$ cat src/sv/vvcab_pkg.sv
// shared types and codes for the vvc rtp to annex-b depacketizer
`default_nettype none

package vvcab_pkg;

    typedef logic [7:0]  byte_t;
    typedef logic [15:0] seq_t;
    typedef logic [15:0] unit_len_t;

    // nal unit types carried in the payload header
    localparam logic [4:0] NAL_TYPE_AP       = 5'd28;
    localparam logic [4:0] NAL_TYPE_FU       = 5'd29;
    localparam logic [4:0] NAL_TYPE_LONG_LO  = 5'd13;
    localparam logic [4:0] NAL_TYPE_LONG_HI  = 5'd18;

    // packet kind codes
    localparam logic [1:0] KIND_NONE   = 2'd0;
    localparam logic [1:0] KIND_SINGLE = 2'd1;
    localparam logic [1:0] KIND_AGGR   = 2'd2;
    localparam logic [1:0] KIND_FRAG   = 2'd3;

    // aggregation unit phases
    localparam logic [2:0] PH_SIZE_HI = 3'd0;
    localparam logic [2:0] PH_SIZE_LO = 3'd1;
    localparam logic [2:0] PH_HDR0    = 3'd2;
    localparam logic [2:0] PH_HDR1    = 3'd3;
    localparam logic [2:0] PH_BODY    = 3'd4;

    // saturating byte position within a packet
    localparam logic [1:0] POS_IDLE  = 2'd0;
    localparam logic [1:0] POS_HDR1  = 2'd1;
    localparam logic [1:0] POS_FUHDR = 2'd2;
    localparam logic [1:0] POS_BODY  = 2'd3;

    // result slots, emitted lowest index first
    localparam int NUM_SLOTS     = 8;
    localparam int SLOT_PRE_DROP = 0;
    localparam int SLOT_ZERO_X   = 1;
    localparam int SLOT_ZERO_A   = 2;
    localparam int SLOT_ZERO_B   = 3;
    localparam int SLOT_ONE      = 4;
    localparam int SLOT_HDR      = 5;
    localparam int SLOT_DATA     = 6;
    localparam int SLOT_MARK     = 7;

    localparam byte_t START_ZERO = 8'h00;
    localparam byte_t START_ONE  = 8'h01;

    function automatic logic long_start(input logic [4:0] nal_type);
        return (nal_type >= NAL_TYPE_LONG_LO) && (nal_type <= NAL_TYPE_LONG_HI);
    endfunction

endpackage

`default_nettype wire

$ cat src/sv/vvc_rtp_to_annexb_unit.sv
// vvc rtp payload to annex-b byte stream converter
//
//  channel | dir | ports                                              | transfer
//  --------+-----+----------------------------------------------------+--------------------
//  s_      | in  | payload_byte, first_of_packet, last_of_packet, seq | s_valid & s_ready
//  m_      | out | out_byte, byte_valid, end_of_nal, nal_dropped      | m_valid & m_ready
//
//  an input byte is registered, then decoded combinationally into up to seven results
//  held in an eight-slot result register that drains one result per cycle
//  while m_ready is high; the next item loads only when at most one result is left
//  and it is being taken, so multi-result items (start codes, marker pairs) hold s_ready
//  aresetn is synchronous, active low, and clears all packet state
//  a stall on m_ready backs up through the result register to s_ready
`default_nettype none

module vvc_rtp_to_annexb_unit (
    input  wire logic              aclk,
    input  wire logic              aresetn,
    input  wire logic              s_valid,
    output logic                   s_ready,
    input  wire vvcab_pkg::byte_t  s_payload_byte,
    input  wire logic              s_first_of_packet,
    input  wire logic              s_last_of_packet,
    input  wire vvcab_pkg::seq_t   s_seq_number,
    output logic                   m_valid,
    input  wire logic              m_ready,
    output vvcab_pkg::byte_t       m_out_byte,
    output logic                   m_byte_valid,
    output logic                   m_end_of_nal,
    output logic                   m_nal_dropped
);
    import vvcab_pkg::*;

    // input register
    logic      in_valid_reg;
    byte_t     in_byte_reg;
    logic      in_first_reg;
    logic      in_last_reg;
    seq_t      in_seq_reg;

    // packet state
    seq_t      last_seq_reg,       last_seq_next;
    logic [1:0] byte_pos_reg,      byte_pos_next;
    logic [1:0] packet_kind_reg,   packet_kind_next;
    logic      packet_skipped_reg, packet_skipped_next;
    byte_t     held_header_reg,    held_header_next;
    logic [2:0] held_second_reg,   held_second_next;
    logic      frag_open_reg,      frag_open_next;
    logic      frag_end_seen_reg,  frag_end_seen_next;
    unit_len_t unit_remaining_reg, unit_remaining_next;
    logic [2:0] unit_phase_reg,    unit_phase_next;

    // result register: one presence bit per slot plus the variable fields
    logic [NUM_SLOTS-1:0] slot_mask_reg, slot_mask_next;
    byte_t     hdr_byte_reg,  hdr_byte_next;
    byte_t     data_byte_reg, data_byte_next;
    logic      data_end_reg,  data_end_next;
    logic      mark_drop_reg, mark_drop_next;

    logic [NUM_SLOTS-1:0] slot_rest;
    logic      load_ok;
    logic      consume;
    logic      pop;

    // handshake: a new item enters whenever the decoded one can move into the results
    assign slot_rest = slot_mask_reg & (slot_mask_reg - 1'b1);
    assign m_valid   = |slot_mask_reg;
    assign pop       = m_valid && m_ready;
    assign load_ok   = (slot_rest == '0) && (!m_valid || m_ready);
    assign consume   = in_valid_reg && load_ok;
    assign s_ready   = !in_valid_reg || consume;

    // decode of the registered item
    always_comb begin
        logic       active;
        logic [1:0] pos_cur;
        logic [4:0] nal_type;
        unit_len_t  rem_dec;

        last_seq_next       = last_seq_reg;
        byte_pos_next       = byte_pos_reg;
        packet_kind_next    = packet_kind_reg;
        packet_skipped_next = packet_skipped_reg;
        held_header_next    = held_header_reg;
        held_second_next    = held_second_reg;
        frag_open_next      = frag_open_reg;
        frag_end_seen_next  = frag_end_seen_reg;
        unit_remaining_next = unit_remaining_reg;
        unit_phase_next     = unit_phase_reg;

        slot_mask_next = '0;
        hdr_byte_next  = held_header_reg;
        data_byte_next = in_byte_reg;
        data_end_next  = 1'b0;
        mark_drop_next = 1'b0;

        active   = 1'b0;
        pos_cur  = byte_pos_reg;
        nal_type = in_byte_reg[7:3];
        rem_dec  = unit_remaining_reg - 1'b1;

        if (in_first_reg) begin
            active  = 1'b1;
            pos_cur = POS_IDLE;
            // previous packet cut short: close its nal unless a fragment run goes on
            if (byte_pos_reg != POS_IDLE && !packet_skipped_reg) begin
                priority if (packet_kind_reg == KIND_SINGLE) begin
                    slot_mask_next[SLOT_PRE_DROP] = 1'b1;
                end else if (packet_kind_reg == KIND_AGGR) begin
                    if (unit_phase_reg == PH_BODY) begin
                        slot_mask_next[SLOT_PRE_DROP] = 1'b1;
                    end
                end else if (packet_kind_reg == KIND_FRAG) begin
                    if (frag_open_reg && frag_end_seen_reg) begin
                        slot_mask_next[SLOT_PRE_DROP] = 1'b1;
                        frag_open_next = 1'b0;
                    end
                end else begin
                end
            end
            packet_kind_next    = KIND_NONE;
            frag_end_seen_next  = 1'b0;
            unit_phase_next     = PH_SIZE_HI;
            unit_remaining_next = '0;
            // late packets are ignored, no wrap handling
            if (in_seq_reg < last_seq_reg) begin
                packet_skipped_next = 1'b1;
            end else begin
                packet_skipped_next = 1'b0;
                last_seq_next       = in_seq_reg;
            end
        end else if (byte_pos_reg != POS_IDLE) begin
            active = 1'b1;
        end

        if (active) begin
            byte_pos_next = (pos_cur == POS_BODY) ? POS_BODY : pos_cur + 2'd1;

            if (!packet_skipped_next) begin
                priority if (pos_cur == POS_IDLE) begin
                    held_header_next = in_byte_reg;
                end else if (pos_cur == POS_HDR1) begin
                    held_second_next = in_byte_reg[2:0];
                    priority if (nal_type == NAL_TYPE_AP) begin
                        packet_kind_next = KIND_AGGR;
                        if (frag_open_reg) begin
                            slot_mask_next[SLOT_PRE_DROP] = 1'b1;
                            frag_open_next = 1'b0;
                        end
                    end else if (nal_type == NAL_TYPE_FU) begin
                        packet_kind_next = KIND_FRAG;
                    end else begin
                        packet_kind_next = KIND_SINGLE;
                        if (frag_open_reg) begin
                            slot_mask_next[SLOT_PRE_DROP] = 1'b1;
                            frag_open_next = 1'b0;
                        end
                        slot_mask_next[SLOT_ZERO_X] = long_start(nal_type);
                        slot_mask_next[SLOT_ZERO_A] = 1'b1;
                        slot_mask_next[SLOT_ZERO_B] = 1'b1;
                        slot_mask_next[SLOT_ONE]    = 1'b1;
                        slot_mask_next[SLOT_HDR]    = 1'b1;
                        slot_mask_next[SLOT_DATA]   = 1'b1;
                        data_end_next               = in_last_reg;
                    end
                end else if (packet_kind_reg == KIND_SINGLE) begin
                    slot_mask_next[SLOT_DATA] = 1'b1;
                    data_end_next             = in_last_reg;
                end else if (packet_kind_reg == KIND_AGGR) begin
                    unique case (unit_phase_reg)
                        PH_SIZE_HI: begin
                            unit_remaining_next = {in_byte_reg, 8'h00};
                            unit_phase_next     = PH_SIZE_LO;
                        end
                        PH_SIZE_LO: begin
                            unit_remaining_next = unit_remaining_reg | {8'h00, in_byte_reg};
                            unit_phase_next = (unit_remaining_next == '0) ? PH_SIZE_HI
                                                                          : PH_HDR0;
                        end
                        PH_HDR0: begin
                            held_header_next    = in_byte_reg;
                            unit_remaining_next = rem_dec;
                            unit_phase_next = (rem_dec == '0) ? PH_SIZE_HI : PH_HDR1;
                        end
                        PH_HDR1: begin
                            unit_remaining_next = rem_dec;
                            slot_mask_next[SLOT_ZERO_X] = long_start(nal_type);
                            slot_mask_next[SLOT_ZERO_A] = 1'b1;
                            slot_mask_next[SLOT_ZERO_B] = 1'b1;
                            slot_mask_next[SLOT_ONE]    = 1'b1;
                            slot_mask_next[SLOT_HDR]    = 1'b1;
                            slot_mask_next[SLOT_DATA]   = 1'b1;
                            data_end_next   = (rem_dec == '0);
                            unit_phase_next = (rem_dec == '0) ? PH_SIZE_HI : PH_BODY;
                        end
                        default: begin
                            unit_remaining_next       = rem_dec;
                            slot_mask_next[SLOT_DATA] = 1'b1;
                            data_end_next             = (rem_dec == '0);
                            if (rem_dec == '0) begin
                                unit_phase_next = PH_SIZE_HI;
                            end
                        end
                    endcase
                    // unit cut off by the end of the packet
                    if (in_last_reg && unit_phase_next == PH_BODY) begin
                        slot_mask_next[SLOT_MARK] = 1'b1;
                        mark_drop_next            = 1'b1;
                    end
                end else if (packet_kind_reg == KIND_FRAG) begin
                    if (pos_cur == POS_FUHDR) begin
                        // fu header: start, end, type
                        priority if (in_last_reg && !frag_open_reg && !in_byte_reg[7]) begin
                            packet_skipped_next = 1'b1;
                        end else if (in_byte_reg[7]) begin
                            if (frag_open_reg) begin
                                slot_mask_next[SLOT_PRE_DROP] = 1'b1;
                            end
                            slot_mask_next[SLOT_ZERO_A] = 1'b1;
                            slot_mask_next[SLOT_ZERO_B] = 1'b1;
                            slot_mask_next[SLOT_ONE]    = 1'b1;
                            slot_mask_next[SLOT_HDR]    = 1'b1;
                            slot_mask_next[SLOT_DATA]   = 1'b1;
                            data_byte_next = {in_byte_reg[4:0], held_second_reg};
                            data_end_next  = in_last_reg && in_byte_reg[6];
                            frag_end_seen_next = in_byte_reg[6];
                            frag_open_next     = !(in_last_reg && in_byte_reg[6]);
                        end else if (frag_open_reg) begin
                            frag_end_seen_next = in_byte_reg[6];
                            if (in_last_reg && in_byte_reg[6]) begin
                                // end fragment with no payload: bare end marker
                                slot_mask_next[SLOT_MARK] = 1'b1;
                                mark_drop_next            = 1'b0;
                                frag_open_next            = 1'b0;
                            end
                        end else begin
                            packet_skipped_next = 1'b1;
                        end
                    end else if (frag_open_reg) begin
                        slot_mask_next[SLOT_DATA] = 1'b1;
                        data_end_next = in_last_reg && frag_end_seen_reg;
                        if (in_last_reg && frag_end_seen_reg) begin
                            frag_open_next = 1'b0;
                        end
                    end
                end else begin
                end
            end

            if (in_last_reg) begin
                byte_pos_next       = POS_IDLE;
                packet_kind_next    = KIND_NONE;
                packet_skipped_next = 1'b0;
                frag_end_seen_next  = 1'b0;
                unit_phase_next     = PH_SIZE_HI;
                unit_remaining_next = '0;
            end
        end
    end

    // control and packet state
    always_ff @(posedge aclk) begin
        if (!aresetn) begin
            in_valid_reg       <= 1'b0;
            slot_mask_reg      <= '0;
            last_seq_reg       <= '0;
            byte_pos_reg       <= POS_IDLE;
            packet_kind_reg    <= KIND_NONE;
            packet_skipped_reg <= 1'b0;
            held_header_reg    <= '0;
            held_second_reg    <= '0;
            frag_open_reg      <= 1'b0;
            frag_end_seen_reg  <= 1'b0;
            unit_remaining_reg <= '0;
            unit_phase_reg     <= PH_SIZE_HI;
        end else begin
            if (s_ready) begin
                in_valid_reg <= s_valid;
            end
            if (consume) begin
                slot_mask_reg      <= slot_mask_next;
                last_seq_reg       <= last_seq_next;
                byte_pos_reg       <= byte_pos_next;
                packet_kind_reg    <= packet_kind_next;
                packet_skipped_reg <= packet_skipped_next;
                held_header_reg    <= held_header_next;
                held_second_reg    <= held_second_next;
                frag_open_reg      <= frag_open_next;
                frag_end_seen_reg  <= frag_end_seen_next;
                unit_remaining_reg <= unit_remaining_next;
                unit_phase_reg     <= unit_phase_next;
            end else if (pop) begin
                slot_mask_reg <= slot_rest;
            end
        end
    end

    // payload registers
    always_ff @(posedge aclk) begin
        if (s_valid && s_ready) begin
            in_byte_reg  <= s_payload_byte;
            in_first_reg <= s_first_of_packet;
            in_last_reg  <= s_last_of_packet;
            in_seq_reg   <= s_seq_number;
        end
        if (consume) begin
            hdr_byte_reg  <= hdr_byte_next;
            data_byte_reg <= data_byte_next;
            data_end_reg  <= data_end_next;
            mark_drop_reg <= mark_drop_next;
        end
    end

    // head of the result register: lowest pending slot goes out
    always_comb begin
        m_out_byte    = START_ZERO;
        m_byte_valid  = 1'b0;
        m_end_of_nal  = 1'b0;
        m_nal_dropped = 1'b0;
        priority if (slot_mask_reg[SLOT_PRE_DROP]) begin
            m_end_of_nal  = 1'b1;
            m_nal_dropped = 1'b1;
        end else if (slot_mask_reg[SLOT_ZERO_X] || slot_mask_reg[SLOT_ZERO_A]
                     || slot_mask_reg[SLOT_ZERO_B]) begin
            m_byte_valid = 1'b1;
        end else if (slot_mask_reg[SLOT_ONE]) begin
            m_out_byte   = START_ONE;
            m_byte_valid = 1'b1;
        end else if (slot_mask_reg[SLOT_HDR]) begin
            m_out_byte   = hdr_byte_reg;
            m_byte_valid = 1'b1;
        end else if (slot_mask_reg[SLOT_DATA]) begin
            m_out_byte   = data_byte_reg;
            m_byte_valid = 1'b1;
            m_end_of_nal = data_end_reg;
        end else if (slot_mask_reg[SLOT_MARK]) begin
            m_end_of_nal  = 1'b1;
            m_nal_dropped = mark_drop_reg;
        end else begin
        end
    end

    // a packet's last byte always leaves the block between packets
    a_last_closes_packet: assert property (@(posedge aclk) disable iff (!aresetn)
        consume && in_last_reg |=> byte_pos_reg == POS_IDLE)
        else $error("packet state not closed after last byte");

    // bytes of a skipped packet give no results
    a_skipped_silent: assert property (@(posedge aclk) disable iff (!aresetn)
        consume && !in_first_reg && packet_skipped_reg |=> slot_mask_reg == '0)
        else $error("skipped packet produced results");

    // a start code is always loaded whole, together with the nal header
    a_start_code_whole: assert property (@(posedge aclk) disable iff (!aresetn)
        consume |=> (slot_mask_reg[SLOT_ZERO_A] == slot_mask_reg[SLOT_ZERO_B])
                 && (slot_mask_reg[SLOT_ZERO_B] == slot_mask_reg[SLOT_ONE])
                 && (slot_mask_reg[SLOT_ONE] == slot_mask_reg[SLOT_HDR]))
        else $error("partial start code loaded");

    // a single nal packet never leaves a fragment run open
    a_single_no_frag: assert property (@(posedge aclk) disable iff (!aresetn)
        packet_kind_reg == KIND_SINGLE |-> !frag_open_reg)
        else $error("fragment run open inside single nal packet");

endmodule

`default_nettype wire

$ cat config.mk
export PLATFORM = sky130hd
export DESIGN_NAME = vvc_rtp_to_annexb_unit
export DESIGN_NICKNAME = d
export VERILOG_FILES = /design/src/sv/vvcab_pkg.sv /design/src/sv/vvc_rtp_to_annexb_unit.sv
export SDC_FILE = /design/constraint.sdc
export NUM_CORES = 1
export LEC_CHECK = 0
export BUFFER_PORTS_ARGS = -buffer_cell sky130_fd_sc_hd__buf_2
export CORE_UTILIZATION = 58
export CTS_CLUSTER_DIAMETER = 80
export CTS_CLUSTER_SIZE = 14
export DETAILED_ROUTE_END_ITERATION = 12
export PLACE_DENSITY = 0.83
export SYNTH_ARGS = -nofsm -noshare
export SYNTH_HDL_FRONTEND = slang
export SYNTH_SLANG_ARGS = --single-unit
$ cat constraint.sdc
create_clock -name aclk -period 3.3 [get_ports aclk]
set_clock_uncertainty 0.1 [all_clocks]
set_input_delay 0.165 -clock aclk [delete_from_list [all_inputs] [get_ports aclk]]
set_output_delay 0.165 -clock aclk [all_outputs]
set_load 0.01 [all_outputs]
After elaboration in Yosys (flattened, before gate mapping)
Cells that the tools add are included.
{"block": "word_totals", "output_inout_bits": 13, "mem_bits_ro": 0, "latchBits": 0, "mem_bits_rw": 0, "regBits": 106, "elab_cells": 267, "mem_count": 0}
{"block": "classes", "mux": 180, "add_sub_neg": 3, "n_reduce_logical": 39, "div_mod_pow": 0, "n_bitwise": 7, "eq_ne": 15, "n_shift": 0, "multipliers": 0, "order_cmp": 3}
{"cell": "8-bit 2-to-1 mux", "count": 25}
{"cell": "16-bit 2-to-1 mux", "count": 8}
{"cell": "1-bit 2-to-1 mux", "count": 106}
{"cell": "3-bit 2-to-1 mux", "count": 16}
{"cell": "16-bit zero test", "count": 2}
{"cell": "16-bit case mux with 2 select lines", "count": 1}
{"cell": "6-bit 2-to-1 mux", "count": 5}
{"cell": "2-bit 2-to-1 mux", "count": 13}
{"cell": "16-bit less-than comparator", "count": 1}
{"cell": "16-bit by 8-bit OR with 16-bit output", "count": 1}
{"cell": "16-bit by 1-bit subtractor with 16-bit output (second input constant)", "count": 1}
{"cell": "7-bit 2-to-1 mux", "count": 2}
{"cell": "1-bit logical AND", "count": 12}
{"cell": "3-bit case mux with 4 select lines", "count": 1}
{"cell": "5-bit equality test (second input constant)", "count": 2}
{"cell": "5-bit 2-to-1 mux", "count": 2}
{"cell": "8-bit AND", "count": 1}
{"cell": "2-bit equality test (second input constant)", "count": 4}
{"cell": "8-bit zero test", "count": 1}
{"cell": "2-bit nonzero test", "count": 4}
{"cell": "8-bit OR reduction", "count": 1}
{"cell": "8-bit by 1-bit subtractor with 8-bit output (second input constant)", "count": 1}
{"cell": "7-bit AND reduction", "count": 1}
{"cell": "3-bit by 2-bit equality test with 1-bit output (second input constant)", "count": 2}
{"cell": "19 further kinds", "count": 34}

Logic depth before layout (Yosys ltp)
Gate-level depths: netlist of run 1.
{"block": "logic_depth", "ltp_word": 20, "depth_mapped": 11, "depth_no_buf": 9}

Worst setup path after synthesis of run 1
OpenSTA, ideal clock, no wires.
{"block": "synth_timing", "kind": "register to register", "start": "reg slot_mask_reg[3]", "end": "reg in_byte_reg[0], enable pin", "n_path_buf": 0, "path_stages_with_launch": 6, "t_arrival_ns": 2.216, "slack_ns": 0.599, "period_less_slack_ns": 2.701, "cell_sequence": "dfxtp_1 > maj3_1 > or4_1 > a32oi_2 > nand2b_1 > and2_1"}
{"block": "synth_between", "elab_chain_len": 7, "elab_cells_between_ends": 10, "classes_between": "1 x add/sub; 1 x bitwise; 8 x reduce/logical"}
{"item": "start, declared", "line_no": "vvc_rtp_to_annexb_unit.sv:54", "source": "logic [NUM_SLOTS-1:0] slot_mask_reg, slot_mask_next;"}
{"item": "start signal, assigned", "line_no": "vvc_rtp_to_annexb_unit.sv:281", "source": "slot_mask_reg <= slot_mask_next;"}
{"item": "start signal, assigned", "line_no": "vvc_rtp_to_annexb_unit.sv:293", "source": "slot_mask_reg <= slot_rest;"}
{"item": "8-bit by 1-bit subtractor with 8-bit output or 8-bit OR reduction (tied branches)", "line_no": "vvc_rtp_to_annexb_unit.sv:66, vvc_rtp_to_annexb_unit.sv:67"}
{"item": "8-bit AND or 1-bit zero test (tied branches)", "line_no": "vvc_rtp_to_annexb_unit.sv:66, vvc_rtp_to_annexb_unit.sv:69"}
{"item": "8-bit zero test or 1-bit logical OR (tied branches)", "line_no": "vvc_rtp_to_annexb_unit.sv:69", "source": "assign load_ok = (slot_rest == '0) && (!m_valid || m_ready);"}
{"item": "1-bit logical AND (*)", "line_no": "vvc_rtp_to_annexb_unit.sv:69"}
{"item": "1-bit logical AND (*)", "line_no": "vvc_rtp_to_annexb_unit.sv:70", "source": "assign consume = in_valid_reg && load_ok;"}
{"item": "1-bit logical OR (*)", "line_no": "vvc_rtp_to_annexb_unit.sv:71", "source": "assign s_ready = !in_valid_reg || consume;"}
{"item": "net s_ready", "line_no": "vvc_rtp_to_annexb_unit.sv:20", "source": "output logic s_ready,"}
{"item": "1-bit logical AND (*)", "line_no": "vvc_rtp_to_annexb_unit.sv:300", "source": "if (s_valid && s_ready) begin"}
{"item": "end signal, assigned", "line_no": "vvc_rtp_to_annexb_unit.sv:301", "source": "in_byte_reg <= s_payload_byte;"}
{"item": "end, declared", "line_no": "vvc_rtp_to_annexb_unit.sv:36", "source": "byte_t in_byte_reg;"}
The timed path passes the listed nets; every way through them passes the cells marked *.
A chain may end at the register's enable or synchronous reset.

Final worst setup path of run 1
{"block": "layout_timing", "start": "reg slot_mask_reg[0]", "end": "reg last_seq_reg[10]"}
{"block": "layout_between", "elab_chain_len": 6, "elab_cells_between_ends": 9, "classes_between": "1 x add/sub; 1 x bitwise; 7 x reduce/logical"}
{"item": "8-bit by 1-bit subtractor with 8-bit output or 8-bit OR reduction (tied branches)", "line_no": "vvc_rtp_to_annexb_unit.sv:66, vvc_rtp_to_annexb_unit.sv:67"}
{"item": "8-bit AND or 1-bit zero test (tied branches)", "line_no": "vvc_rtp_to_annexb_unit.sv:66, vvc_rtp_to_annexb_unit.sv:69"}
{"item": "8-bit zero test or 1-bit logical OR (tied branches)", "line_no": "vvc_rtp_to_annexb_unit.sv:69"}
{"item": "1-bit logical AND (*)", "line_no": "vvc_rtp_to_annexb_unit.sv:69"}
{"item": "1-bit logical AND (*)", "line_no": "vvc_rtp_to_annexb_unit.sv:70"}
{"item": "3-bit AND reduction (no line) (*)"}
{"item": "end signal, assigned", "line_no": "vvc_rtp_to_annexb_unit.sv:282", "source": "last_seq_reg <= last_seq_next;"}
{"item": "end, declared", "line_no": "vvc_rtp_to_annexb_unit.sv:42", "source": "seq_t last_seq_reg, last_seq_next;"}
Every way passes the cells marked *; elsewhere a longest branch is shown, timed or not.

==> results.tsv, run 1 <==
stage	metric	value	unit
run_status	outcome	completed	
logic_synthesis	synth_seq_cells	106	
clock_network	tritoncts	done	
logic_synthesis	yosysWarnings	0	
drt	routed_via_density	6.06	
logic_synthesis	synth_area_leader_cell	edfxtp_1	
place	dp.final_hpwl	8.96	mm
drt	detail-route-antenna-nets	0	
sta	tightest_slew	0.761	ns
setup_path	start_kind	register	
setup_path	path_max_fanout	16	
logic_synthesis	ys_types	73	
logic_synthesis	avgSynthCellArea	9.35	um2
global_route	grt_usage	27.8	%
floorplan	die_x	100	um
logic_synthesis	ys.flop_type	dfxtp_1	
drt	vias	4726	
cells_and_area	finalInstanceArea	0.00633	mm2
clock_network	cts_root_buf	clkbuf_8	
place	portBuffers	42	
floorplan	fp-row-count	35	
power	switching_share	26.2	%
logic_synthesis	syn_nets	645	
floorplan	start_util	60.2	%
power	power_leakage	2.51	nW
sta	layout_min_cycle_time	2.93	ns
sta	fin_ws	0.373	ns
floorplan	die_y	100	um
logic_synthesis	ys_top_cells_by_area	edfxtp_1, dfxtp_1, mux2i_1	
power	ir_drop	0.000286	V
clock_network	worstSkewPairLatency	0.37	ns
floorplan	pin_count	43	
clock_network	cts_resized	0	
cells_and_area	syn2layout_area_growth	13.3	%
logic_synthesis	synthTopCellsByCount	nor2_1, dfxtp_1, nand2_1	
sta	period_share	88.7	%
setup_path	critical_path_class	register to register	
place	place.gp.congestion	0.993	
clock_network	cts.htree.levels	3	
setup_path	worstPathArrival	3.07	ns
power	internal-power	1.83	mW
sta	maxSlewHeadroom	49.1	%
sta	setup_viol	0	
power	clkPwrFrac	31.7	%
drt	first_pass_iters	6	
global_route	grt_pass1_vias	4587	
global_route	grt_pass1_wl	21.9	mm
logic_synthesis	async_reset_ff_share	0	%
floorplan	core_area	0.00928	mm2
cells_and_area	diodes	0	
place	pre_cts_ws	0.443	ns
global_route	grt_max_degree	35	
cells_and_area	nets	693	
logic_synthesis	ys_seq_area_share	45.8	%
clock_network	clock_sinks	106	
drt	routed_wl	13.3	mm
drt	drt_iter0_drc	452	
place	placed_area	0.00586	mm2
sta	finalHoldViolations	0	
power	power_frac_comb	9.0	%
sta	setup_tns	0	ns
sta	timing.fmax	342	MHz
clock_network	cts-buffers-inserted	9	
power	switchingPower	648	uW
clock_network	clock_path_buffers	2	
min_path	hp-class	input port to register	
power	power_density	391	mW/mm2
logic_synthesis	synth_edf_count	44	
floorplan	die_area	0.0100	mm2
flow_run	maxCapViolCount	0	
drt	wl_per_cell	17.0	um
setup_path	crit_path_end_kind	register	
sta	rsz0062_at_grt	false	
sta	finalMaxSlewViolations	0	
clock_network	clkTransAtPathRegs	0.11	ns
cells_and_area	drive_gt1_share	14.1	%
logic_synthesis	yosysMostFrequentCell	nor2_1	
sta	timing.hold.ws	0.122	ns
power	pwr-share-seq	59.3	%
global_route	overflow	0	
setup_path	cp.required	3.45	ns
logic_synthesis	netlist_instances	598	
logic_synthesis	syn-cell-area	0.00559	mm2
drt	drc_errors	0	
global_route	antenna_found_initial	0	
logic_synthesis	synth_top_area_share	23.6	%
-- placed cells by master (no fill, tap or decap), drive strengths merged, types with 6 or more instances in the layout --
cell type,Yosys,routed
a21oi,33,33
o211ai,6,6
nand2b,6,6
clkbuf,33,10
buf,6,49
nand3,11,11
and3,6,6
inv,24,26
edfxtp,44,44
nor3,15,15
nand3b,7,7
nand4,8,8
a22o,8,8
dfxtp,62,62
ha,17,17
mux2i,29,29
a21o,9,9
o21ai,22,22
or3,11,11
nor4,11,11
nor2b,12,12
nor2,71,71
dlygate4sd3,0,27
nand2,53,53
a31o,6,6
mux2,6,6
a22oi,12,12
-- worst max-delay path, cell delays in order, from the launching register on --
cell and delay [ns]:
dfxtp_1 0.42, or3_1 0.46, a2111o_1 0.31, a32oi_2 0.35, nand2_2 0.19, a211oi_4 0.27
buf_4 0.35, mux2i_1 0.29, nor2_1 0.06
-- per-layer routing --
layer  global-route usage [%]  part of all wire, %  vias up  routed length (um)
met1                     36.4                   42     2192                5570
met5                        0                    0        -                   0
li1                         -                    -     2273                   -
met2                     45.7                   48      228                6350
met3                     4.25                  7.0       33                 933
met4                     12.4                  3.2        0                 420
-- final timing paths --
| path | endpoint | cells after the start | start | slack [ns] |
|---|---|---|---|---|
| worst max-delay path | last_seq_reg[10]$_SDFFE_PN0P_ | 8 | slot_mask_reg[0]$_SDFFE_PN0P_ | 0.37 |
| worst min register to register | hdr_byte_reg[3]$_DFFE_PP_ | 0 | hdr_byte_next[3]$_SDFFE_PN0P_ | 0.34 |
| worst min-delay path | slot_mask_reg[5]$_SDFFE_PN0P_ | 4 | m_ready | 0.12 |
| worst max register to register | last_seq_reg[10]$_SDFFE_PN0P_ | 8 | slot_mask_reg[0]$_SDFFE_PN0P_ | 0.37 |
-- metrics by stage --
step | power (mW) | util [%] | instances
floorplan | 1.61 | - | 598
global placement | 1.67 | 63.1 | 737
detailed placement | 1.69 | 63.1 | 737
CTS | 2.48 | 68.2 | 780
global route | 2.57 | 68.2 | 780
finish | 2.48 | 68.2 | 780
-- final cells by class --
type,count,area [um2]
multi-input cells,428,2780
flip-flops and latches,106,2560
repair buffers,76,533
clock inverters,6,61.3
clock buffers,10,138
fillers,736,2950
well taps,129,161
inverters,25,93.8
-- power by group through the flow --
stage	combinational (mW)	sequential, mW	clock, mW
floorplan	0.146	1.46	0
detailed placement	0.192	1.49	0
global route	0.245	1.47	0.849
CTS	0.218	1.46	0.801
global placement	0.182	1.49	0
finish	0.222	1.47	0.786
-- cell families (layout without fill, tap and decap cells) --
family	Yosys count	after routing	synth area share [%]
simple gates	232	232	21.1
fa+ha+maj	18	18	3.98
xor+xnor	9	9	1.41
buf+inv	64	117	4.61
compound gates	134	134	16.6
mux	35	35	6.40
flops	106	106	45.8
-- timing repair --
item | CTS | global route
setup buffers | 0 | 0
hold endpoints to repair | 27 | 0
hold buffers | 27 | 0
(Power assumes the default switching activity.)
==> run 2, diff against run 1 <==
clock period = 2.8 ns   (was 3.3 ns; I/O delays follow)
==> results.tsv, run 2 (synthesis results as in run 1) <==
stage	metric	value	unit	change
power	power_leakage	2.62	nW	+4.2%
cells_and_area	nets	711		+2.6%
setup_path	start_kind	register		
drt	routed_via_density	6.10		+0.66%
place	portBuffers	42		unchanged
power	power_density	459	mW/mm2	+17%
cells_and_area	syn2layout_area_growth	17.3	%	
cells_and_area	drive_gt1_share	17.3	%	+3.2 points
clock_network	clock_path_buffers	2		unchanged
drt	drc_errors	0		unchanged
sta	finalMaxSlewViolations	0		unchanged
sta	finalHoldViolations	0		unchanged
min_path	hold_end	slot_mask_reg[5]$_SDFFE_PN0P_		
cells_and_area	finalInstanceArea	0.00655	mm2	+3.5%
global_route	grtUsageMet3	6.69	%	+2.4 points
min_path	min_path_cells	4		unchanged
drt	vias	4867		+3.0%
place	dp.final_hpwl	9.56	mm	+6.7%
setup_path	path_max_fanout	6		-10
global_route	antenna_found_initial	0		unchanged
place	place.gp.congestion	0.966		-2.7%
floorplan	die_area	0.0100	mm2	unchanged
run_status	outcome	completed		
min_path	hp-class	input port to register		
setup_path	timing.rr.start	slot_mask_reg[3]$_SDFFE_PN0P_		
drt	first_pass_iters	8		+2
sta	layout_min_cycle_time	2.69	ns	-0.239 ns
drt	routed_wl	13.9	mm	+4.7%
sta	maxSlewHeadroom	55.3	%	+6.2 points
clock_network	post-cts-setup-buffers	0		unchanged
clock_network	tritoncts	done		
global_route	grt_pass1_wl	22.8	mm	+4.0%
flow_run	maxCapViolCount	0		unchanged
global_route	use_met1	36.6	%	+0.17 points
setup_path	cp.required	3.00	ns	-0.45 ns
setup_path	ff2ff_setup_slack	0.11	ns	-0.26 ns
global_route	busiest_layer	met2		
setup_path	reg2reg_to	slot_mask_reg[7]$_SDFFE_PN0P_		
cells_and_area	diodes	0		unchanged
sta	setup_tns	0	ns	unchanged
floorplan	die_y	100	um	unchanged
drt	wl_per_cell	17.4	um	+2.3%
drt	drt_iter0_drc	574		+27%
global_route	grt_max_degree	35		unchanged
clock_network	clock_sinks	106		unchanged
clock_network	clkTransAtPathRegs	0.11	ns	about the same
sta	tightest_slew	0.670	ns	-0.0917 ns
drt	detail-route-antenna-nets	0		unchanged
floorplan	fp-row-count	35		unchanged
global_route	grt_pass1_vias	4744		+3.4%
floorplan	pin_count	43		unchanged
sta	rsz0062_at_grt	false		
setup_path	crit_path_end_kind	register		
min_path	hp-start	m_ready		
cells_and_area	n_fill_cell	684		-7.1%
global_route	grt_usage	29.2	%	+1.4 points
cells_and_area	final_cell_mix	nor2_1, dfxtp_1, nand2_1		
clock_network	cts-buffers-inserted	9		unchanged
power	ir_drop	0.000431	V	+51%
place	placed_area	0.00603	mm2	+2.9%
floorplan	start_util	60.2	%	unchanged
cells_and_area	mostFrequentLayoutCell	nor2_1		
power	finalPower	3.01	mW	+21%
floorplan	die_x	100	um	unchanged
clock_network	cts.htree.levels	3		unchanged
sta	timing.fmax	372	MHz	+8.9%
setup_path	critical_path_class	register to register		
floorplan	core_area	0.00928	mm2	unchanged
global_route	overflow	0		unchanged
setup_path	worstPathArrival	2.88	ns	-0.19 ns
global_route	met2_usage	49.1	%	+3.4 points
setup_path	r2r_cells	7		-1
sta	setup_viol	0		unchanged
clock_network	cts_root_buf	clkbuf_8		
clock_network	worstSkewPairLatency	0.38	ns	about the same
sta	period_share	96.0	%	+7.3 points
## run 2: area by class of cell
type / count / area [um2] / share of cell area [%]
repair buffers: 94 / 706 / 10.8
flip-flops and latches: 106 / 2560 / 39.1
clock inverters: 7 / 86.3 / 1.32
inverters: 25 / 93.8 / 1.43
clock buffers: 9 / 124 / 1.89
well taps: 129 / 161 / 2.46
multi-input cells: 428 / 2820 / 43.0
## run 2: how the worst max path moves through the flow
stage / depth (start not counted) / start / to
after floorplan: 5 / slot_mask_reg[3]$_SDFFE_PN0P_ / in_byte_reg[0]$_DFFE_PP_
final: 7 / slot_mask_reg[3]$_SDFFE_PN0P_ / slot_mask_reg[7]$_SDFFE_PN0P_
after global routing: 9 / in_seq_reg[10]$_DFFE_PP_ / last_seq_reg[2]$_SDFFE_PN0P_
after detailed placement: 8 / slot_mask_reg[3]$_SDFFE_PN0P_ / unit_remaining_reg[5]$_SDFFE_PN0P_
after CTS: 8 / slot_mask_reg[3]$_SDFFE_PN0P_ / unit_remaining_reg[5]$_SDFFE_PN0P_
after global placement: 8 / slot_mask_reg[3]$_SDFFE_PN0P_ / unit_remaining_reg[5]$_SDFFE_PN0P_
## run 2: metal layers
layer / share of wire [%] / vias up / wire (um)
met5: 0 / - / 0
met4: 2.2 / 0 / 299
met3: 7.9 / 28 / 1100
met2: 49 / 242 / 6750
met1: 41 / 2281 / 5750
li1: - / 2316 / -
## run 2: what timing repair did
item / 4_1_cts / 5_1_grt
endpoints found under the hold margin: 27 / 0
endpoints found under the setup margin: 0 / 20
hold buffers: 27 / 0
resized for setup: 0 / 7
## run 2: through the flow
| stage | hold slack (ns) | worst slack, ns | utilization, % | instances |
|---|---|---|---|---|
| 2_1_floorplan | 0.139 | 0.0987 | - | 598 |
| 3_3_place_gp | 0.216 | 0.201 | 65.0 | 755 |
| 3_5_place_dp | 0.218 | 0.0941 | 65.0 | 755 |
| 4_1_cts | 0.0575 | 0.0752 | 70.2 | 798 |
| 5_1_grt | 0.0867 | 0.0119 | 70.6 | 798 |
| 6_report | 0.0614 | 0.112 | 70.6 | 798 |
## run 2: critical path, stage by stage (launching register included)
cell and delay (ns):
dfxtp_1 0.37, maj3_1 0.35, or4_1 0.46, a32oi_4 0.28
nand2_2 0.18, or3_1 0.41, or3_1 0.37, o211ai_1 0.10
## run 2: report_power, final
| group | switching [mW] | total (mW) | internal, mW |
|---|---|---|---|
| logic | 0.161 | 0.294 | 0.133 |
| registers | 0.0528 | 1.72 | 1.67 |
| clock network | 0.623 | 0.994 | 0.370 |
